File: src/rtl/sat_trail_pkg.sv
`default_nettype none
// ============================================================================
// sat_trail_pkg
// Shared types and constants of the SAT assignment trail: command and status
// codes, and the records that move between the front end, the execution
// engine and the result queue.
// ============================================================================
package sat_trail_pkg;

    localparam int MAX_VARS = 1024;
    localparam int VAR_W    = $clog2(MAX_VARS);
    localparam int CNT_W    = VAR_W + 1;
    localparam int LVL_W    = 10;
    localparam int RID_W    = 4;

    localparam logic [LVL_W-1:0] LEVEL_MAX           = {LVL_W{1'b1}};
    localparam logic [RID_W-1:0] FIRST_PROPAGATOR_ID = RID_W'(2);

    typedef enum logic [1:0] {
        CMD_ENQUEUE   = 2'd0,
        CMD_NEW_LEVEL = 2'd1,
        CMD_BACKTRACK = 2'd2,
        CMD_QUERY     = 2'd3
    } cmd_t;

    typedef enum logic [1:0] {
        STAT_OK       = 2'd0,
        STAT_ASSIGNED = 2'd1,
        STAT_FULL     = 2'd2,
        STAT_RANGE    = 2'd3
    } status_t;

    // Command after decode in the front end
    typedef struct packed {
        cmd_t             op;
        logic [VAR_W-1:0] variable;
        logic             polarity;
        logic [RID_W-1:0] reason_id;
        logic [LVL_W-1:0] backtrack_level;
        logic             in_range;
    } cmd_item_t;

    typedef struct packed {
        status_t          status;
        logic [LVL_W-1:0] current_level;
        logic [CNT_W-1:0] trail_length;
        logic             var_assigned;
        logic             var_value;
        logic [LVL_W-1:0] var_level;
        logic [RID_W-1:0] var_reason_id;
        logic [VAR_W-1:0] var_trail_position;
        logic             var_has_reason_clause;
    } result_t;

    // One trail slot: the variable and the level it was assigned at
    typedef struct packed {
        logic [VAR_W-1:0] variable;
        logic [LVL_W-1:0] level;
    } trail_entry_t;

    typedef struct packed {
        logic [LVL_W-1:0] level;
        logic [RID_W-1:0] reason;
        logic [VAR_W-1:0] pos;
        logic             pol;
    } info_t;

endpackage
`default_nettype wire

File: src/rtl/sat_trail_resq.sv
`default_nettype none
// ============================================================================
// sat_trail_resq
// Result side: two-entry queue that holds finished results until popped.
// ============================================================================
module sat_trail_resq
    import sat_trail_pkg::*;
(
    input  logic    clk,
    input  logic    rst_n,
    input  logic    push,
    input  result_t res_in,
    output logic    full,
    input  logic    pop,
    output logic    empty,
    output result_t head
);

    result_t    q_reg [2];
    logic       wr_ptr_reg, rd_ptr_reg;
    logic [1:0] cnt_reg;
    logic       do_pop;

    assign full   = (cnt_reg == 2'd2);
    assign empty  = (cnt_reg == 2'd0);
    assign do_pop = pop && !empty;
    assign head   = q_reg[rd_ptr_reg];

    always_ff @(posedge clk or negedge rst_n)
    begin
        if (!rst_n)
        begin
            wr_ptr_reg <= 1'b0;
            rd_ptr_reg <= 1'b0;
            cnt_reg    <= 2'd0;
        end
        else
        begin
            if (push)
            begin
                wr_ptr_reg <= !wr_ptr_reg;
            end
            if (do_pop)
            begin
                rd_ptr_reg <= !rd_ptr_reg;
            end
            cnt_reg <= cnt_reg + 2'(push) - 2'(do_pop);
        end
    end

    always_ff @(posedge clk)
    begin
        if (push)
        begin
            q_reg[wr_ptr_reg] <= res_in;
        end
    end

endmodule
`default_nettype wire

File: config.mk
export PLATFORM = sky130hd
export DESIGN_NAME = sat_trail_resq
export DESIGN_NICKNAME = d
export VERILOG_FILES = /design/src/rtl/sat_trail_pkg.sv /design/src/rtl/sat_trail_resq.sv
export SDC_FILE = /design/constraint.sdc
export NUM_CORES = 1
export LEC_CHECK = 0
export BUFFER_PORTS_ARGS = -buffer_cell sky130_fd_sc_hd__buf_2
export CAP_MARGIN = 20
export CORE_MARGIN = 2
export CORE_UTILIZATION = 45
export DETAILED_ROUTE_END_ITERATION = 6
export GPL_ROUTABILITY_DRIVEN = 0
export PLACE_DENSITY = 0.72
export SLEW_MARGIN = 15
export SYNTH_ARGS = -nofsm -noshare
export SYNTH_HDL_FRONTEND = slang
export SYNTH_SLANG_ARGS = --single-unit
File: constraint.sdc
create_clock -name clk -period 3.3 [get_ports clk]
set_input_delay 0.33 -clock clk [delete_from_list [all_inputs] [get_ports clk]]
set_output_delay 0.33 -clock clk [all_outputs]
set_load 0.05 [all_outputs]
Word level (Yosys, flattened, before mapping)
Memory sizes are Yosys's and may differ from the RTL's.
Index checks and enable logic that the tools add are counted.
Storage, ports and cells
  register bits: 4
  latch bits: 0
  output and inout bits: 52
  memories: 1
  input port bits: 54
  bits in writable memories: 100
  memory bits (read-only): 0
Memories
  q_reg: words 2, width 50, read ports 1, clocked after memory_dff 0, wr ports 1, RTL line sat_trail_resq.sv:19  | result_t q_reg [2];
Operators by class
  equal/unequal tests: 1
  $lt $le $gt $ge: 0
  $mul: 0
  multiplexer cells: 2
  divide/modulo/power cells: 0
  shifts and indexed selects: 0
  reduce and logical (&&, ||, !) cells: 5
  bitwise operators: 0
  $add $sub $neg: 2
Operators by type and width (count)
  $logic_not 1->1: 3
  $add 2x1->2: 1
  $eq 2x2->1 const B: 1
  $logic_not 2->1: 1
  $mux 1: 2
  $sub 2x1->2: 1
  $logic_and 1x1->1: 1

Depth between registers and ports, before layout
  depth in word-level cells: 4
  gate-level depth with buffers: 6
  gate-level depth less buffers: 6

Worst setup path before layout
OpenSTA, ideal clock, no wires.
  kind: flip-flop to flip-flop
  start: register wr_ptr_reg
  end: memory q_reg[0][0] in the netlist's numbering, enable pin
  stages on the path, launching flop included: 2
  path slack: 0.204 ns
  path buffers: 0
  arrival time: 2.632 ns
  cells stage by stage: dfrtp_1 > nor2b_1
RTL lines
  from (decl): RTL line sat_trail_resq.sv:20  | logic wr_ptr_reg, rd_ptr_reg;
  from (signal assigned): RTL line sat_trail_resq.sv:41  | wr_ptr_reg <= !wr_ptr_reg;
  to (decl): RTL line sat_trail_resq.sv:19
Straight into the memory's write port.

==> results_dict.tcl <==
set metrics [dict create \
    holdCritPathClass "input port to register" \
    die_h_um 98.97 \
    num_rows 34 \
    switchingPower_mw 1.966 \
    wl_met1_um 2912 \
    layout_commonest_cell "buf_2" \
    period_minus_slack_ns 2.403 \
    crit_type "register to output port" \
    setup_viol 0 \
    syn-cell-area_mm2 0.004059 \
    port_buffers 105 \
    timing.final.ws_setup_ns 0.8972 \
    highest_layer "met4" \
    synthDominantCellAreaShare 0.7398 \
    clock-root-buffer "clkbuf_8" \
    ff_latch_area_mm2 0.003107 \
    vias 1902 \
    cts_tree "built" \
    coreArea_mm2 0.008721 \
    tns_ns 0 \
    grt_pass1_vias 1943 \
    cts_buffers 9 \
    vias_per_cell 4.755 \
    cts_sinks 104 \
    floorplan.initialDensity 0.4654 \
    numPlacedInstances 383 \
    yosysWarningCount 0 \
    cts_buffer_depth 2 \
    fmax_mhz 416.2 \
    fin_crit_sh 0.7281 \
    diodes 0 \
    grt_overflow 0 \
    final_cell_mix "buf_2, edfxtp_1, mux2_4" \
    track_usage 0.1313 \
    drtAntennaViolNets 0 \
    die_area_mm2 0.009795 \
    dr.pass1.iters 4 \
    syn_area_per_cell_um2 23.46 \
    cp_slowest_stage_delay_ns 1.07 \
    arrival_ns 2.07 \
    p_per_area_mw_per_mm2 979.9 \
    ys_seq_area_frac 0.7645 \
    postLayoutCoreUtil 0.5537 \
    die_width_um 98.97 \
    wl_per_cell_um 15.99 \
    drive_gt1_frac 0.5993 \
    cp-start-kind "register" \
    skew_ns 0.009594 \
    crit_path_top_delay_cell "dfrtp_4" \
    drv_slew 0 \
    min_path_cells 1 \
    io_pins 106 \
    ctsResizeCount 0 \
    ys_ff_latch 104 \
    p_leak_nw 1.967 \
    required_ns 2.97 \
    crit_buf_inv 1 \
    multi_input_area_um2 845.8 \
    clk_latency_ns 0.36 \
    finalHoldViolCount 0 \
    yosys.area.top_type "edfxtp_1" \
    dpl_worst_slack_ns 1.279 \
    intPower_mw 2.765 \
    cap_violations 0 \
    grt_max_degree 52 \
    crit_cells 2 \
    synth_cell_type_count 14 \
    synth.area.top_cells "edfxtp_1, mux2_4, buf_12" \
    worst_pin_slew_ns 0.9593 \
    end_kind "output port" \
    rsz0062_at_grt "no" \
    path_cells "mux2_2 -> buf_2" \
    dp_hpwl_um 4137 \
    synthesis.nets 229 \
    grt_antenna_before_repair 0 \
    instances_no_fill 400 \
    drc 0 \
    cp_max_fo 51 \
    synthToLayoutAreaGrowth_pct 18.96 \
    wl_met3_um 307 \
    finalPower_mw 4.732 \
    pwr-share-comb 0.427 \
    p_seq_frac 0.423 \
    r2r_cells 2 \
    drtIter0Drc 40 \
    path_clk_slew_ns 0.10 \
    clockPowerShare 0.150 \
    p_sw_frac 0.4156 \
    grt_pass1_wl_um 9494 \
    n_fill_cell 694 \
    layout.nets 343 \
    critical-path-top-delay-family "flip-flops" \
    routed_wl_um 6394 \
    syn_inst 173 \
    irDropWorstVdd_v 0.0005805 \
    largest_reg_flops 100 \
    wl_met2_um 3030 \
    rrSetupSlack_ns 1.58 \
    htreeDepth 3 \
    slew_headroom 0.3605 \
    status "finished, final reports clean" \
]
[kinds of logic (layout without fill, tap and decap cells)]
logic type | after synthesis | after routing | share of synthesized area
buf+inv | 8 | 127 | 0.02929
flops | 104 | 104 | 0.7645
simple gates | 4 | 4 | 0.005548
xor+xnor | 4 | 4 | 0.008633
mux | 50 | 50 | 0.1840
compound gates | 1 | 1 | 0.001850
fa+ha+maj | 2 | 2 | 0.006164
[timing repair]
action | CTS | global route
hold buffers | 1 | 0
buffers inserted | 0 | 0
hold endpoints to repair | 4 | 0
[cells in the mapped netlist (all sizes together)]
master and instances:
inv 2, mux2 50, xor2 2, edfxtp 100, ha 2, buf 6
o21a 1, dfrtp 4, nor2 1, and2 1, nor2b 2, xnor2 2
[per-layer routing]
metal	up-vias	GRT usage
li1	899	-
met1	927	0.1707
met2	67	0.2043
met3	9	0.02837
met4	0	0.07692
met5	-	0
[final timing paths]
path | from | endpoint
worst max-delay path | rd_ptr_reg$_DFFE_PN0P_ | head[49]
worst min-delay path | res_in[0] | q_reg[1][0]$_DFFE_PP_
worst max register to register | wr_ptr_reg$_DFFE_PN0P_ | q_reg[0][45]$_DFFE_PP_
worst min register to register | wr_ptr_reg$_DFFE_PN0P_ | wr_ptr_reg$_DFFE_PN0P_
max in group asynchronous | rst_n | rd_ptr_reg$_DFFE_PN0P_
min in group asynchronous | rst_n | cnt_reg[0]$_DFF_PN0_
[power by group through the flow]
stage	combinational [mW]	sequential, mW	clock, mW
final	2.02	2.00	0.708
after global routing	2.11	2.04	0.792
after CTS	2.05	2.01	0.738
after detailed placement	2.04	2.04	0
after global placement	2.03	2.02	0
after floorplan	1.95	1.85	0
[cell type report]
type	instances	area share
clock buffer	12	0.03006
clock inverter	4	0.006219
inverter	2	0.001555
multi-input combinational	61	0.1752
sequential	104	0.6434
tap	108	0.02799
timing repair buffer	109	0.1156
[per-stage QoR]
step                area [um^2]  hold slack [ns]
finish                     4828           0.1524
global route               4828           0.1233
CTS                        4828           0.1316
detailed placement         4643           0.1415
global placement           4643           0.1398
floorplan                  4059          0.03441
(Power assumes the default switching activity.)
