**src/rtl/sat_trail_pkg.sv**
```systemverilog
`default_nettype none
// ============================================================================
// sat_trail_pkg
// Shared types and constants of the SAT assignment trail: command and status
// codes, and the records that move between the front end, the execution
// engine and the result queue.
// ============================================================================
package sat_trail_pkg;

    localparam int MAX_VARS = 1024;
    localparam int VAR_W    = $clog2(MAX_VARS);
    localparam int CNT_W    = VAR_W + 1;
    localparam int LVL_W    = 10;
    localparam int RID_W    = 4;

    localparam logic [LVL_W-1:0] LEVEL_MAX           = {LVL_W{1'b1}};
    localparam logic [RID_W-1:0] FIRST_PROPAGATOR_ID = RID_W'(2);

    typedef enum logic [1:0] {
        CMD_ENQUEUE   = 2'd0,
        CMD_NEW_LEVEL = 2'd1,
        CMD_BACKTRACK = 2'd2,
        CMD_QUERY     = 2'd3
    } cmd_t;

    typedef enum logic [1:0] {
        STAT_OK       = 2'd0,
        STAT_ASSIGNED = 2'd1,
        STAT_FULL     = 2'd2,
        STAT_RANGE    = 2'd3
    } status_t;

    // Command after decode in the front end
    typedef struct packed {
        cmd_t             op;
        logic [VAR_W-1:0] variable;
        logic             polarity;
        logic [RID_W-1:0] reason_id;
        logic [LVL_W-1:0] backtrack_level;
        logic             in_range;
    } cmd_item_t;

    typedef struct packed {
        status_t          status;
        logic [LVL_W-1:0] current_level;
        logic [CNT_W-1:0] trail_length;
        logic             var_assigned;
        logic             var_value;
        logic [LVL_W-1:0] var_level;
        logic [RID_W-1:0] var_reason_id;
        logic [VAR_W-1:0] var_trail_position;
        logic             var_has_reason_clause;
    } result_t;

    // One trail slot: the variable and the level it was assigned at
    typedef struct packed {
        logic [VAR_W-1:0] variable;
        logic [LVL_W-1:0] level;
    } trail_entry_t;

    typedef struct packed {
        logic [LVL_W-1:0] level;
        logic [RID_W-1:0] reason;
        logic [VAR_W-1:0] pos;
        logic             pol;
    } info_t;

endpackage
`default_nettype wire

```
**src/rtl/sat_trail_front.sv**
```systemverilog
`default_nettype none
// ============================================================================
// sat_trail_front
// Input side: takes command transactions, decodes them and checks the
// variable range, and holds them in a two-entry queue for the engine.
// ============================================================================
module sat_trail_front
    import sat_trail_pkg::*;
(
    input  logic             clk,
    input  logic             rst_n,
    input  logic             hold,
    input  logic [CNT_W-1:0] limit,
    input  logic             push,
    output logic             full,
    input  logic [1:0]       command,
    input  logic [VAR_W-1:0] variable,
    input  logic             polarity,
    input  logic [RID_W-1:0] reason_id,
    input  logic [LVL_W-1:0] backtrack_level,
    output logic             item_valid,
    output cmd_item_t        item,
    input  logic             item_pop
);

    cmd_item_t  q_reg [2];
    logic       wr_ptr_reg, wr_ptr_next;
    logic       rd_ptr_reg, rd_ptr_next;
    logic [1:0] cnt_reg, cnt_next;
    logic       do_push;
    cmd_item_t  decoded;

    assign full       = hold || (cnt_reg == 2'd2);
    assign do_push    = push && !full;
    assign item_valid = (cnt_reg != 2'd0);
    assign item       = q_reg[rd_ptr_reg];

    always_comb
    begin
        decoded.op              = cmd_t'(command);
        decoded.variable        = variable;
        decoded.polarity        = polarity;
        decoded.reason_id       = reason_id;
        decoded.backtrack_level = backtrack_level;
        decoded.in_range        = ({1'b0, variable} < limit);
    end

    always_comb
    begin
        wr_ptr_next = do_push ? !wr_ptr_reg : wr_ptr_reg;
        rd_ptr_next = item_pop ? !rd_ptr_reg : rd_ptr_reg;
        cnt_next    = cnt_reg + 2'(do_push) - 2'(item_pop);
    end

    always_ff @(posedge clk or negedge rst_n)
    begin
        if (!rst_n)
        begin
            wr_ptr_reg <= 1'b0;
            rd_ptr_reg <= 1'b0;
            cnt_reg    <= 2'd0;
        end
        else
        begin
            wr_ptr_reg <= wr_ptr_next;
            rd_ptr_reg <= rd_ptr_next;
            cnt_reg    <= cnt_next;
        end
    end

    always_ff @(posedge clk)
    begin
        if (do_push)
        begin
            q_reg[wr_ptr_reg] <= decoded;
        end
    end

endmodule
`default_nettype wire

```
**config.mk**
```make
export PLATFORM = sky130hd
export DESIGN_NAME = sat_trail_front
export DESIGN_NICKNAME = d
export VERILOG_FILES = /design/src/rtl/sat_trail_pkg.sv /design/src/rtl/sat_trail_front.sv
export SDC_FILE = /design/constraint.sdc
export NUM_CORES = 1
export LEC_CHECK = 0
export BUFFER_PORTS_ARGS = -buffer_cell sky130_fd_sc_hd__buf_2
export CORE_MARGIN = 1
export CORE_UTILIZATION = 51
export DETAILED_ROUTE_END_ITERATION = 10
export PLACE_DENSITY = 0.79
export SLEW_MARGIN = 20
export SYNTH_ARGS = -nofsm -noshare
export SYNTH_HDL_FRONTEND = slang
export SYNTH_SLANG_ARGS = --single-unit
```
**constraint.sdc**
```tcl
create_clock -name clk -period 2.6 [get_ports clk]
set_input_delay 0.65 -clock clk [delete_from_list [all_inputs] [get_ports clk]]
set_output_delay 0.65 -clock clk [all_outputs]
set_load 0.01 [all_outputs]
```
---- Yosys cells after proc, flatten, opt, wreduce, memory -nomap -nowiden ----
Memory sizes are Yosys's and may differ from the RTL's.
Index checks and enable logic that the tools add are counted.
operators by class
  equality and inequality tests ........... 1
  $lt $le $gt $ge ......................... 1
  add/sub/neg operators ................... 2
  reduce and logical (&&, ||, !) cells .... 6
  mux-type cells .......................... 2
operators with widths
  kind                  count
  $lt A10 B11 Y1        1
  $logic_not A1 Y1      3
  $add A2 B1 Y2         1
  $eq A2 B2 Y1 const B  1
  $mux W1               2
  $reduce_bool A2 Y1    1
  $sub A2 B1 Y2         1
  $logic_and A1 B1 Y1   1
  $logic_or A1 B1 Y1    1
word-level totals
  bits in registers ....................... 4
  input bits .............................. 43
  output and inout port bits .............. 30
  bits in writable memories ............... 56
  memories kept ........................... 1
  word-level logic and storage cells ...... 16
memories
  memory  depth  bits a word  rd ports  clocked after Yosys merged registers in  write ports  RTL line               text
  q_reg   2      28           1         0                                        1            sat_trail_front.sv:26  cmd_item_t q_reg [2];

---- Depth between registers and ports, before layout ----
Gate-level depths: netlist of run 1.
  word-level depth ........................ 6
  mapped depth ............................ 8
  gate-level depth less buffers ........... 8

---- Least setup slack after synthesis of run 1 ----
OpenSTA, ideal clock, no wires.
  path type ............................... input-to-reg
  start point ............................. input port hold
  end point ............................... memory q_reg[0][0] (netlist name), enable pin
  arrival time ............................ 2.142 ns
  setup time .............................. 0.413 ns
  required time ........................... 2.187 ns
  slack ................................... 0.045 ns
  buffers on the path ..................... 0
  stages .................................. 3
  cell sequence ........................... a21oi_1 > nand2_1 > nor2_1
between the ends
  cells in the longest elaborated chain, start to end .. 5
ends and longest elaborated chain
  item                           RTL line               text
  start, declared                sat_trail_front.sv:12  input logic hold,
  $logic_or A1 B1 Y1             sat_trail_front.sv:33  assign full = hold || (cnt_reg == 2'd2);
  $logic_not A1 Y1               sat_trail_front.sv:34  assign do_push = push && !full;
  $logic_and A1 B1 Y1            sat_trail_front.sv:34
  $mux W1                        sat_trail_front.sv:73  if (do_push)
  $mux W1 (implied by the code)  sat_trail_front.sv:75  q_reg[wr_ptr_reg] <= decoded;
  end, declared                  sat_trail_front.sv:26
No other way between the ends.

==> flow_results.org, run 1 <==
** Die
- Count of boundary I/O pins :: 73
- Area enclosed by the die boundary :: between 0.005 and 0.006 mm2
- From bottom edge to top edge, the die measures 71.91 um.
- Row generation in the floorplan step produced 25 rows.
- Initial core utilization :: a little over half
- The die is 71.91 um wide.
- Area of the core :: 0.004723 mm2

** Synthesis
- Dominant register cell in the synthesized netlist :: sky130_fd_sc_hd__edfxtp_1
- Synthesized netlist net count :: roughly 190
- Fraction of registers with async set/reset :: under 10%
- Counting flops with a built-in enable in the synthesized netlist gives 56.
- Synthesis handed over a netlist of 138 instances.
- A synthesized cell averages roughly 18 um2.
- Most frequent cell after synthesis :: sky130_fd_sc_hd__edfxtp_1
- Most used standard cells in the synthesized netlist :: 56 x sky130_fd_sc_hd__edfxtp_1, 18 x sky130_fd_sc_hd__mux2_2, 12 x sky130_fd_sc_hd__inv_1, 11 x sky130_fd_sc_hd__ha_1, 10 x sky130_fd_sc_hd__mux2_4
- Synthesis inferred 60 register bits.
- The top cell type by area accounts for 67.47% of the synthesized area.
- Dominant cell type by area after synthesis :: sky130_fd_sc_hd__edfxtp_1
- Total standard cell area after synthesis :: ~0.0025 mm2
- After synthesis, the netlist uses 21 different library cells.
- Number of warnings issued by yosys :: 0
- Leading post-synthesis cells by cell area :: sky130_fd_sc_hd__edfxtp_1 67%, sky130_fd_sc_hd__mux2_2 8.1%, sky130_fd_sc_hd__mux2_4 6.0%
- Summing the sequential cell areas from Yosys gives 71.49% of the chip area.

** Routing
- Number of design rule violations left after detail routing :: 0
- Via total after detailed routing :: 1,419
- Number of detailed-routing iterations run before antenna repair :: 4
- Antenna-violating nets left :: 0
- Detailed-route vias per instance :: just under 5
- In the final routed layout, each cell accounts on average for 13.17 um.
- Detailed Route WL :: 3.884 mm
- Number of DRC violations after detailed-routing iteration 0 :: 79

** Power
- Dividing total power by cell area gives a power density of 890.2 mW/mm2.
- Static Leak :: 1.298 nW
- Worst vdd ir :: around 0.50 mV
- The design draws 2.755 mW.

** STA
- Worst Max-Slew Pin Slew :: ~0.38 ns
- Worst relative slew slack :: 74.72%
- Total negative slack :: 0 ns
- For this run, the top clock speed supported by timing is approximately 460 MHz.
- In the finished design, the share of the clock period the worst path needs comes to between 80% and 90%.
- Slew Viols, Final :: 0
- The total count of hold-check failures in the final report came to 0.
- Clock skew on the completed layout was measured at 0.008388 ns.
- Counting I/O delays and the setup requirement, the final critical path takes 2.160 ns.
- Setup violations remaining at the end of the flow were counted as 0.
- Setup repair after global routing left no endpoint under its margin.

** Clock tree
- The clock net in this run drives a total of 60 sinks.
- After clock tree synthesis, the clock-pin slew on the worst setup and hold paths is 0.06 ns.
- After clock tree synthesis, the repair step resized 0 gates.
- For this design, the CTS-stage hold fixing added 0 buffers.
- Clock buffers created by TritonCTS :: 9
- Clock latency on the worst-skew pair :: 0.33 ns
- Clock tree synthesis selected as its root buffer the cell sky130_fd_sc_hd__clkbuf_8.
- The H-tree was split into 3 levels.
- TritonCTS built the clock tree.
- Maximum buffer depth of the clock tree :: 2
- The number of setup buffers added after CTS is 0.

** GRT
- The initial antenna violation count came to 0.
- Total grt overflow :: 0
- Via count of the first global-routing pass :: around 1,300
- Total global-route track usage :: 16.78%
- The first global-routing pass estimated 6.168 mm of wire.
- Entering global routing, the biggest net connects 29 pins.

** Setup path
- Crit end category :: output pin
- Critical path start-end classification :: reg -> out
- Arrival time worst endpoint :: approximately 1.5 ns
- Among all stages on the critical path, the largest delay is contributed by sky130_fd_sc_hd__mux2_2.
- Critical path, cell by cell :: buf_4 -> mux2_2 -> buf_2
- Launching element type of the critical path :: flip-flop
- On the worst path, the slowest cell contributes a delay of 0.38 ns.
- Largest fanout on the critical path :: 20
- Required @ worst endpoint :: 1.95 ns
- The worst register-to-register path has a setup slack of 0.91 ns.

** Final layout
- Cells fill between 60% and 70% of the core in the end.
- Antenna fix cells :: 0
- Fill cells in the final layout number 357.
- Relative to the synthesized area, the layout overhead comes to 24.20%.
- Area taken by flip-flops and latches :: 0.001782 mm2
- For this run, the number of standard cells in the final layout without fillers is 295.
- The net count of the finished layout is 277.
- Area of the multi-input gates :: roughly 630 um2
- Final std cell area, no fill :: 0.003095 mm2
- The post-route netlist has between 50% and 60% of its cells at a drive strength greater than 1.
- The register with the most flip-flops in the layout has 56 of them.

** Place
- Placed Cells :: 279
- Placement Cell Area :: about 0.0029 mm2
- Input/output buffers :: 72
- RePlAce Congestion :: 0.7345
- After legalization and detailed placement, the total HPWL measured 2.652 mm.

** Run status
- Status :: finished clean

** Worst hold path
- The min-delay analysis places its worst path in the category in -> async.

** Flow run
- Number of max-cap violations :: 0
-- metal layers --
metal / vias up / part of all wire, % / global-route usage, %
li1: 684 / - / -
met2: 58 / 47 / 25.05
met1: 671 / 44 / 20.38
met3: 6 / 6.8 / 8.194
met5: - / 0 / 0
met4: 0 / 1.5 / 8.497
-- final timing paths --
| kind | startpoint | endpoint | depth (start not counted) |
|---|---|---|---|
| worst max-delay path | rd_ptr_reg | item[18] | 3 |
| worst min-delay path | rst_n | cnt_reg[0] | 1 |
| worst max register to register | cnt_reg[1] | cnt_reg[1] | 7 |
| worst min register to register | cnt_reg[1] | cnt_reg[1] | 1 |
| max in group asynchronous | rst_n | cnt_reg[1] | 1 |
| min in group clk | cnt_reg[1] | cnt_reg[1] | 1 |
-- where the power goes --
group	switching [mW]	total, mW	internal [mW]
logic	0.405	0.835	0.430
registers	0.0470	1.26	1.21
clock network	0.319	0.659	0.340
total	0.771	2.76	1.98
-- cell families after synthesis --
group	share of synthesized area (%)
muxes	14.16
buffers and inverters	3.162
DFF	71.49
adders and majority gates	5.522
AOI/OAI and AO/OA	2.259
xor gates and xnor gates	1.406
and+or+nand+nor	2.009
-- final cells by class --
cell class	instances	share of cell area, %
Sequential cell	60	57.56
Multi-Input combinational cell	63	20.49
Timing Repair Buffer	77	12.85
Clock buffer	13	4.487
Tap cell	67	2.708
Inverter	12	1.455
Clock inverter	3	0.4446
-- through the flow --
stage / setup WS, ns / hold slack, ns
2_1_floorplan: 0.04500 / 0.3544
3_3_place_gp: 0.6729 / 0.4608
3_5_place_dp: 0.6133 / 0.4645
4_1_cts: 0.3952 / 0.1059
5_1_grt: 0.3541 / 0.09664
6_report: 0.4395 / 0.1183
-- worst max-delay path, delay by kind of cell (launching register included) --
family | cells | cell delay [ns]
buf+inv | 2 | 0.45
flops | 1 | 0.35
mux | 1 | 0.38
-- cells in the final DEF, fill, tap and decap left out, types with 2 or more instances in the layout --
master,Yosys,final
sky130_fd_sc_hd__buf_2,0,72
sky130_fd_sc_hd__edfxtp_1,56,56
sky130_fd_sc_hd__mux2_2,18,18
sky130_fd_sc_hd__inv_1,12,12
sky130_fd_sc_hd__ha_1,11,11
sky130_fd_sc_hd__mux2_4,10,10
sky130_fd_sc_hd__clkbuf_8,0,9
sky130_fd_sc_hd__a21oi_1,6,6
sky130_fd_sc_hd__buf_4,1,5
sky130_fd_sc_hd__nand2_1,4,4
sky130_fd_sc_hd__clkbuf_1,0,4
sky130_fd_sc_hd__dfrtp_1,4,4
sky130_fd_sc_hd__xnor2_1,3,3
sky130_fd_sc_hd__o21ai_0,2,2
sky130_fd_sc_hd__clkinv_2,0,2
(Power assumes the default switching activity.)
==> run 2: changes to the inputs <==
--- a/config.mk
+++ b/config.mk
@@ -5,11 +5,12 @@
 export SDC_FILE = /design/constraint.sdc
 export NUM_CORES = 1
 export LEC_CHECK = 0
+export ABC_AREA = 1
 export BUFFER_PORTS_ARGS = -buffer_cell sky130_fd_sc_hd__buf_2
 export CORE_MARGIN = 1
-export CORE_UTILIZATION = 51
+export CORE_UTILIZATION = 46
 export DETAILED_ROUTE_END_ITERATION = 10
-export PLACE_DENSITY = 0.79
+export PLACE_DENSITY = 0.75
 export SLEW_MARGIN = 20
 export SYNTH_ARGS = -nofsm -noshare
 export SYNTH_HDL_FRONTEND = slang
==> constraint.sdc (replaced) <==
create_clock -name clk -period 1.8 [get_ports clk]
set_input_delay 0.45 -clock clk [delete_from_list [all_inputs] [get_ports clk]]
set_output_delay 0.45 -clock clk [all_outputs]
set_load 0.01 [all_outputs]
==> flow_results.org, run 2 <==
** Worst hold path
- In this run the most critical hold path is launched from backtrack_level[8].
- The tightest min-delay check is of the in -> reg type.
- The worst hold path terminates at q_reg[0][9].
- Counting instances, the worst hold path has a depth of 1.

** Setup path
- Slack of the worst reg-to-reg path :: 0.34 ns
- Critical path start-end classification :: reg -> out
- In this run the critical register-to-register path is captured at cnt_reg[1].
- Launching element type of the critical path :: flip-flop
- Data arrives at the worst endpoint at roughly 1.4 ns.
- The worst setup path is captured at an output pin.
- Worst reg2reg path startpoint :: cnt_reg[1]
- Required @ worst endpoint :: 1.35 ns
- FF-to-FF path depth :: 6
- Largest fanout on the critical path :: 14

** Power
- Total power :: 4.460 mW
- Static Leak :: 1.504 nW
- Summed over all nets, the switching power comes to 1.234 mW.
- Worst vdd ir :: 0.6111 mV
- Power spread over the standard cell area amounts to 1303 mW/mm2.
- In this run, the clock network consumes roughly a fifth of the power.
- Per report_power, the sequential group accounts for roughly two fifths of the total.
- Internal power :: around 3.2 mW
- Switching share of total power :: 27.67%
- Of the total power, combinational logic draws a little under two fifths.

** Clock tree
- TritonCTS clock tree :: done
- The clock reaches the later pin of the worst-skew pair after 0.32 ns.
- After clock tree synthesis, the clock-pin slew on the worst setup and hold paths is 0.06 ns.
- After clock tree synthesis, the setup repair step added 0 buffers.
- Clock tree synthesis found a total of 60 sinks.
- Cell at the root of the clock tree :: sky130_fd_sc_hd__clkbuf_8
- In this run the number of H-tree levels came out at 3.
- TritonCTS created 9 clock buffers.
- The longest clock path from root to sink contains 2 buffers.

** STA
- Based on the critical path, the design can be clocked at up to 532.6 MHz.
- After layout, the worst path uses 104.3% of the clock period.
- Total negative slack :: -1.051 ns
- Final count of hold timing violations :: 0
- Smallest hold slack :: about 0.32 ns
- Setup violators final :: 28
- Subtracting the final worst setup slack from the clock period gives 1.878 ns.
- Setup repair after global routing could not meet its margin everywhere.
- At the pin with the least slew margin, the transition time is about 0.24 ns.
- The final-report max-slew violation count was 0.
- Measured against its own limit, the worst slew margin works out to 84.07%.
- Clock skew :: roughly 0.0055 ns
- Setup ws final :: -0.07756 ns

** Place
- RePlAce Congestion :: 0.6991
- Counting tap cells, the placed design contains a total of about 300 instances.
- OpenSTA, run right after detailed placement, puts the worst setup slack at 0.1929 ns.
- Input and output buffers added on the ports amount to 72.
- Final HPWL DP :: ~3 mm

** Die
- The floorplan has 26 rows.
- The total area inside the core boundary comes to 0.005205 mm2.
- Initial core utilization :: 48.89%
- In this run the count of I/O pins placed on the die edge is 73.
- From bottom edge to top edge, the die measures 76.38 um.
- Width of the die :: 76.38 um
- The die covers between 0.005 and 0.006 mm2.

** GRT
- Total grt overflow :: 0
- The initial antenna violation count is 0.
- The first global-routing pass estimated 6.589 mm of wire.
- Across every metal layer, demand over resource in global routing totals 15.35%.
- Largest net degree at the start of global routing :: 30
- The number of global-route vias before repair was 1,438.

** Routing
- After detailed routing, no signal wire sits above met4.
- Summed over all nets, wire length on met2 after detailed routing comes to around 2.1 mm.
- After the first detailed-routing iteration, the DRC count stood at 44.
- The detailed router put a total of 1.905 mm of wire on met1.
- For this run, the detailed router's first-pass iteration total came to 4.
- Routed wl met3 :: approximately 240 um
- For this block, the via count after detailed routing is 1,495.
- Wires add up to 4.333 mm.
- Antenna-violating nets left :: 0
- Number of design rule violations left after detail routing :: 0
- Average wire length per cell after detail routing :: 13.58 um
- Detailed-route vias per instance :: between 4 and 5

** Synthesis
- The synthesized netlist occupies a cell area of around 0.0025 mm2.
- Synthesis produced a netlist with a net count of 212.
- Of the post-synthesis cell area, the dominant cell type holds 66.08%.
- By count the netlist is led by 56 x sky130_fd_sc_hd__edfxtp_1, 22 x sky130_fd_sc_hd__inv_1, 18 x sky130_fd_sc_hd__mux2_2, 17 x sky130_fd_sc_hd__nand2_1, 11 x sky130_fd_sc_hd__ha_1.
- Number of warnings issued by yosys :: 0
- Dominant register cell in the synthesized netlist :: sky130_fd_sc_hd__edfxtp_1
- By area the synthesized netlist is led by sky130_fd_sc_hd__edfxtp_1 66%, sky130_fd_sc_hd__mux2_2 8.0%, sky130_fd_sc_hd__mux2_4 5.9%.
- Of all flip-flops after synthesis, the portion carrying an async set or reset was 6.667%.
- The synthesized design contains 56 enable-type register cells.
- After synthesis the netlist holds a flip-flop and latch count of 60.
- Synthesis produced a netlist whose cell count is 158.
- Synthesis instantiated 16 different standard cells from the library.
- Most frequent cell after synthesis :: sky130_fd_sc_hd__edfxtp_1
- A synthesized cell averages 16.11 um2.
- Post-synthesis sequential area ratio :: 70.01%
- Dominant cell type by area after synthesis :: sky130_fd_sc_hd__edfxtp_1

** Final layout
- Max FFs per register :: 56
- The finished layout holds 319 standard cells, fillers aside.
- Antenna fix cells :: 0
- Net total in the final layout :: between 200 and 300
- From synthesis to final layout, the design area changed by 34.51%.
- Ratio of cells with drive above 1 in the final layout :: approximately half
- Most common cell after layout, fill and taps aside :: sky130_fd_sc_hd__edfxtp_1
- Leaving out fill and tap cells, the most frequent cells in the layout are 56 x sky130_fd_sc_hd__edfxtp_1, 48 x sky130_fd_sc_hd__buf_2, 24 x sky130_fd_sc_hd__buf_6.

** Run status
- Failing checks :: negative setup slack
- Status :: complete, but fails checks

** Flow run
- The tool flagged a number of max-cap violations equal to 0.
run 2: changes by cell type in the layout (fill, tap and decap cells not counted), moves of 3 or more:
cell	delta
sky130_fd_sc_hd__buf_2	-24
sky130_fd_sc_hd__buf_6	+24
sky130_fd_sc_hd__a21oi_1	-3
sky130_fd_sc_hd__mux2_2	-13
sky130_fd_sc_hd__nor2_1	+4
sky130_fd_sc_hd__nand2_1	+13
sky130_fd_sc_hd__buf_12	+3
sky130_fd_sc_hd__inv_1	+10
sky130_fd_sc_hd__buf_4	-3
sky130_fd_sc_hd__mux2_4	+13
run 2: cell type report:
class                           count  area (um2)
Clock buffer                       11       131.4
Multi-Input combinational cell     73       700.7
Clock inverter                      4       17.52
Fill cell                         405        1782
Tap cell                           70       87.58
Sequential cell                    60        1783
Timing Repair Buffer               79       620.6
Inverter                           22       82.58
run 2: worst max path at each step:
stage | cells after the start | endpoint | from
CTS | 3 | item[25] | rd_ptr_reg
global placement | 7 | q_reg[0][0] | variable[8]
global route | 3 | item[23] | rd_ptr_reg
detailed placement | 7 | cnt_reg[1] | hold
floorplan | 3 | q_reg[0][0] | hold
finish | 3 | item[23] | rd_ptr_reg
run 2: what timing repair did:
item	in CTS	in global routing
setup endpoints to repair	28	28
hold endpoints to repair	4	0
hold buffers	1	0
resized for setup	10	28
gates cloned	0	1
run 2: critical path, cell delays in order (launching register included):
cell,delay (ns)
sky130_fd_sc_hd__dfrtp_2,0.42
sky130_fd_sc_hd__clkbuf_16,0.21
sky130_fd_sc_hd__mux2_2,0.35
sky130_fd_sc_hd__buf_6,0.12
run 2: kinds of logic (layout without fill, tap and decap cells):
logic type | Yosys count | in the layout | synth area share [%]
AOI/OAI and AO/OA | 3 | 3 | 0.5898
DFF | 60 | 60 | 70.01
and+or+nand+nor | 27 | 27 | 4.179
adders and majority gates | 11 | 11 | 5.408
muxes | 28 | 28 | 13.86
buffers and inverters | 25 | 116 | 4.572
xor gates and xnor gates | 4 | 4 | 1.377
run 2: power by group through the flow:
stage                     Sequential [mW]  Clock [mW]  Combinational [mW]
after floorplan                      1.83           0               0.883
after global placement               1.84           0                1.29
after detailed placement             1.85           0                1.30
after CTS                            1.82       0.970                1.41
after global routing                 1.85        1.02                1.81
final                                1.83       0.940                1.69
run 2: layer usage:
metal | vias to the layer above | GRT usage [%]
li1 | 729 | -
met1 | 703 | 17.87
met2 | 55 | 24.14
met3 | 8 | 5.030
met4 | 0 | 10.38
met5 | - | 0
run 2: metrics by stage:
| step | area, um2 | util [%] |
|---|---|---|
| after floorplan | 2550 | - |
| after global placement | 3039 | 58.39 |
| after detailed placement | 3039 | 58.39 |
| after CTS | 3261 | 62.64 |
| after global routing | 3423 | 65.77 |
| final | 3423 | 65.77 |
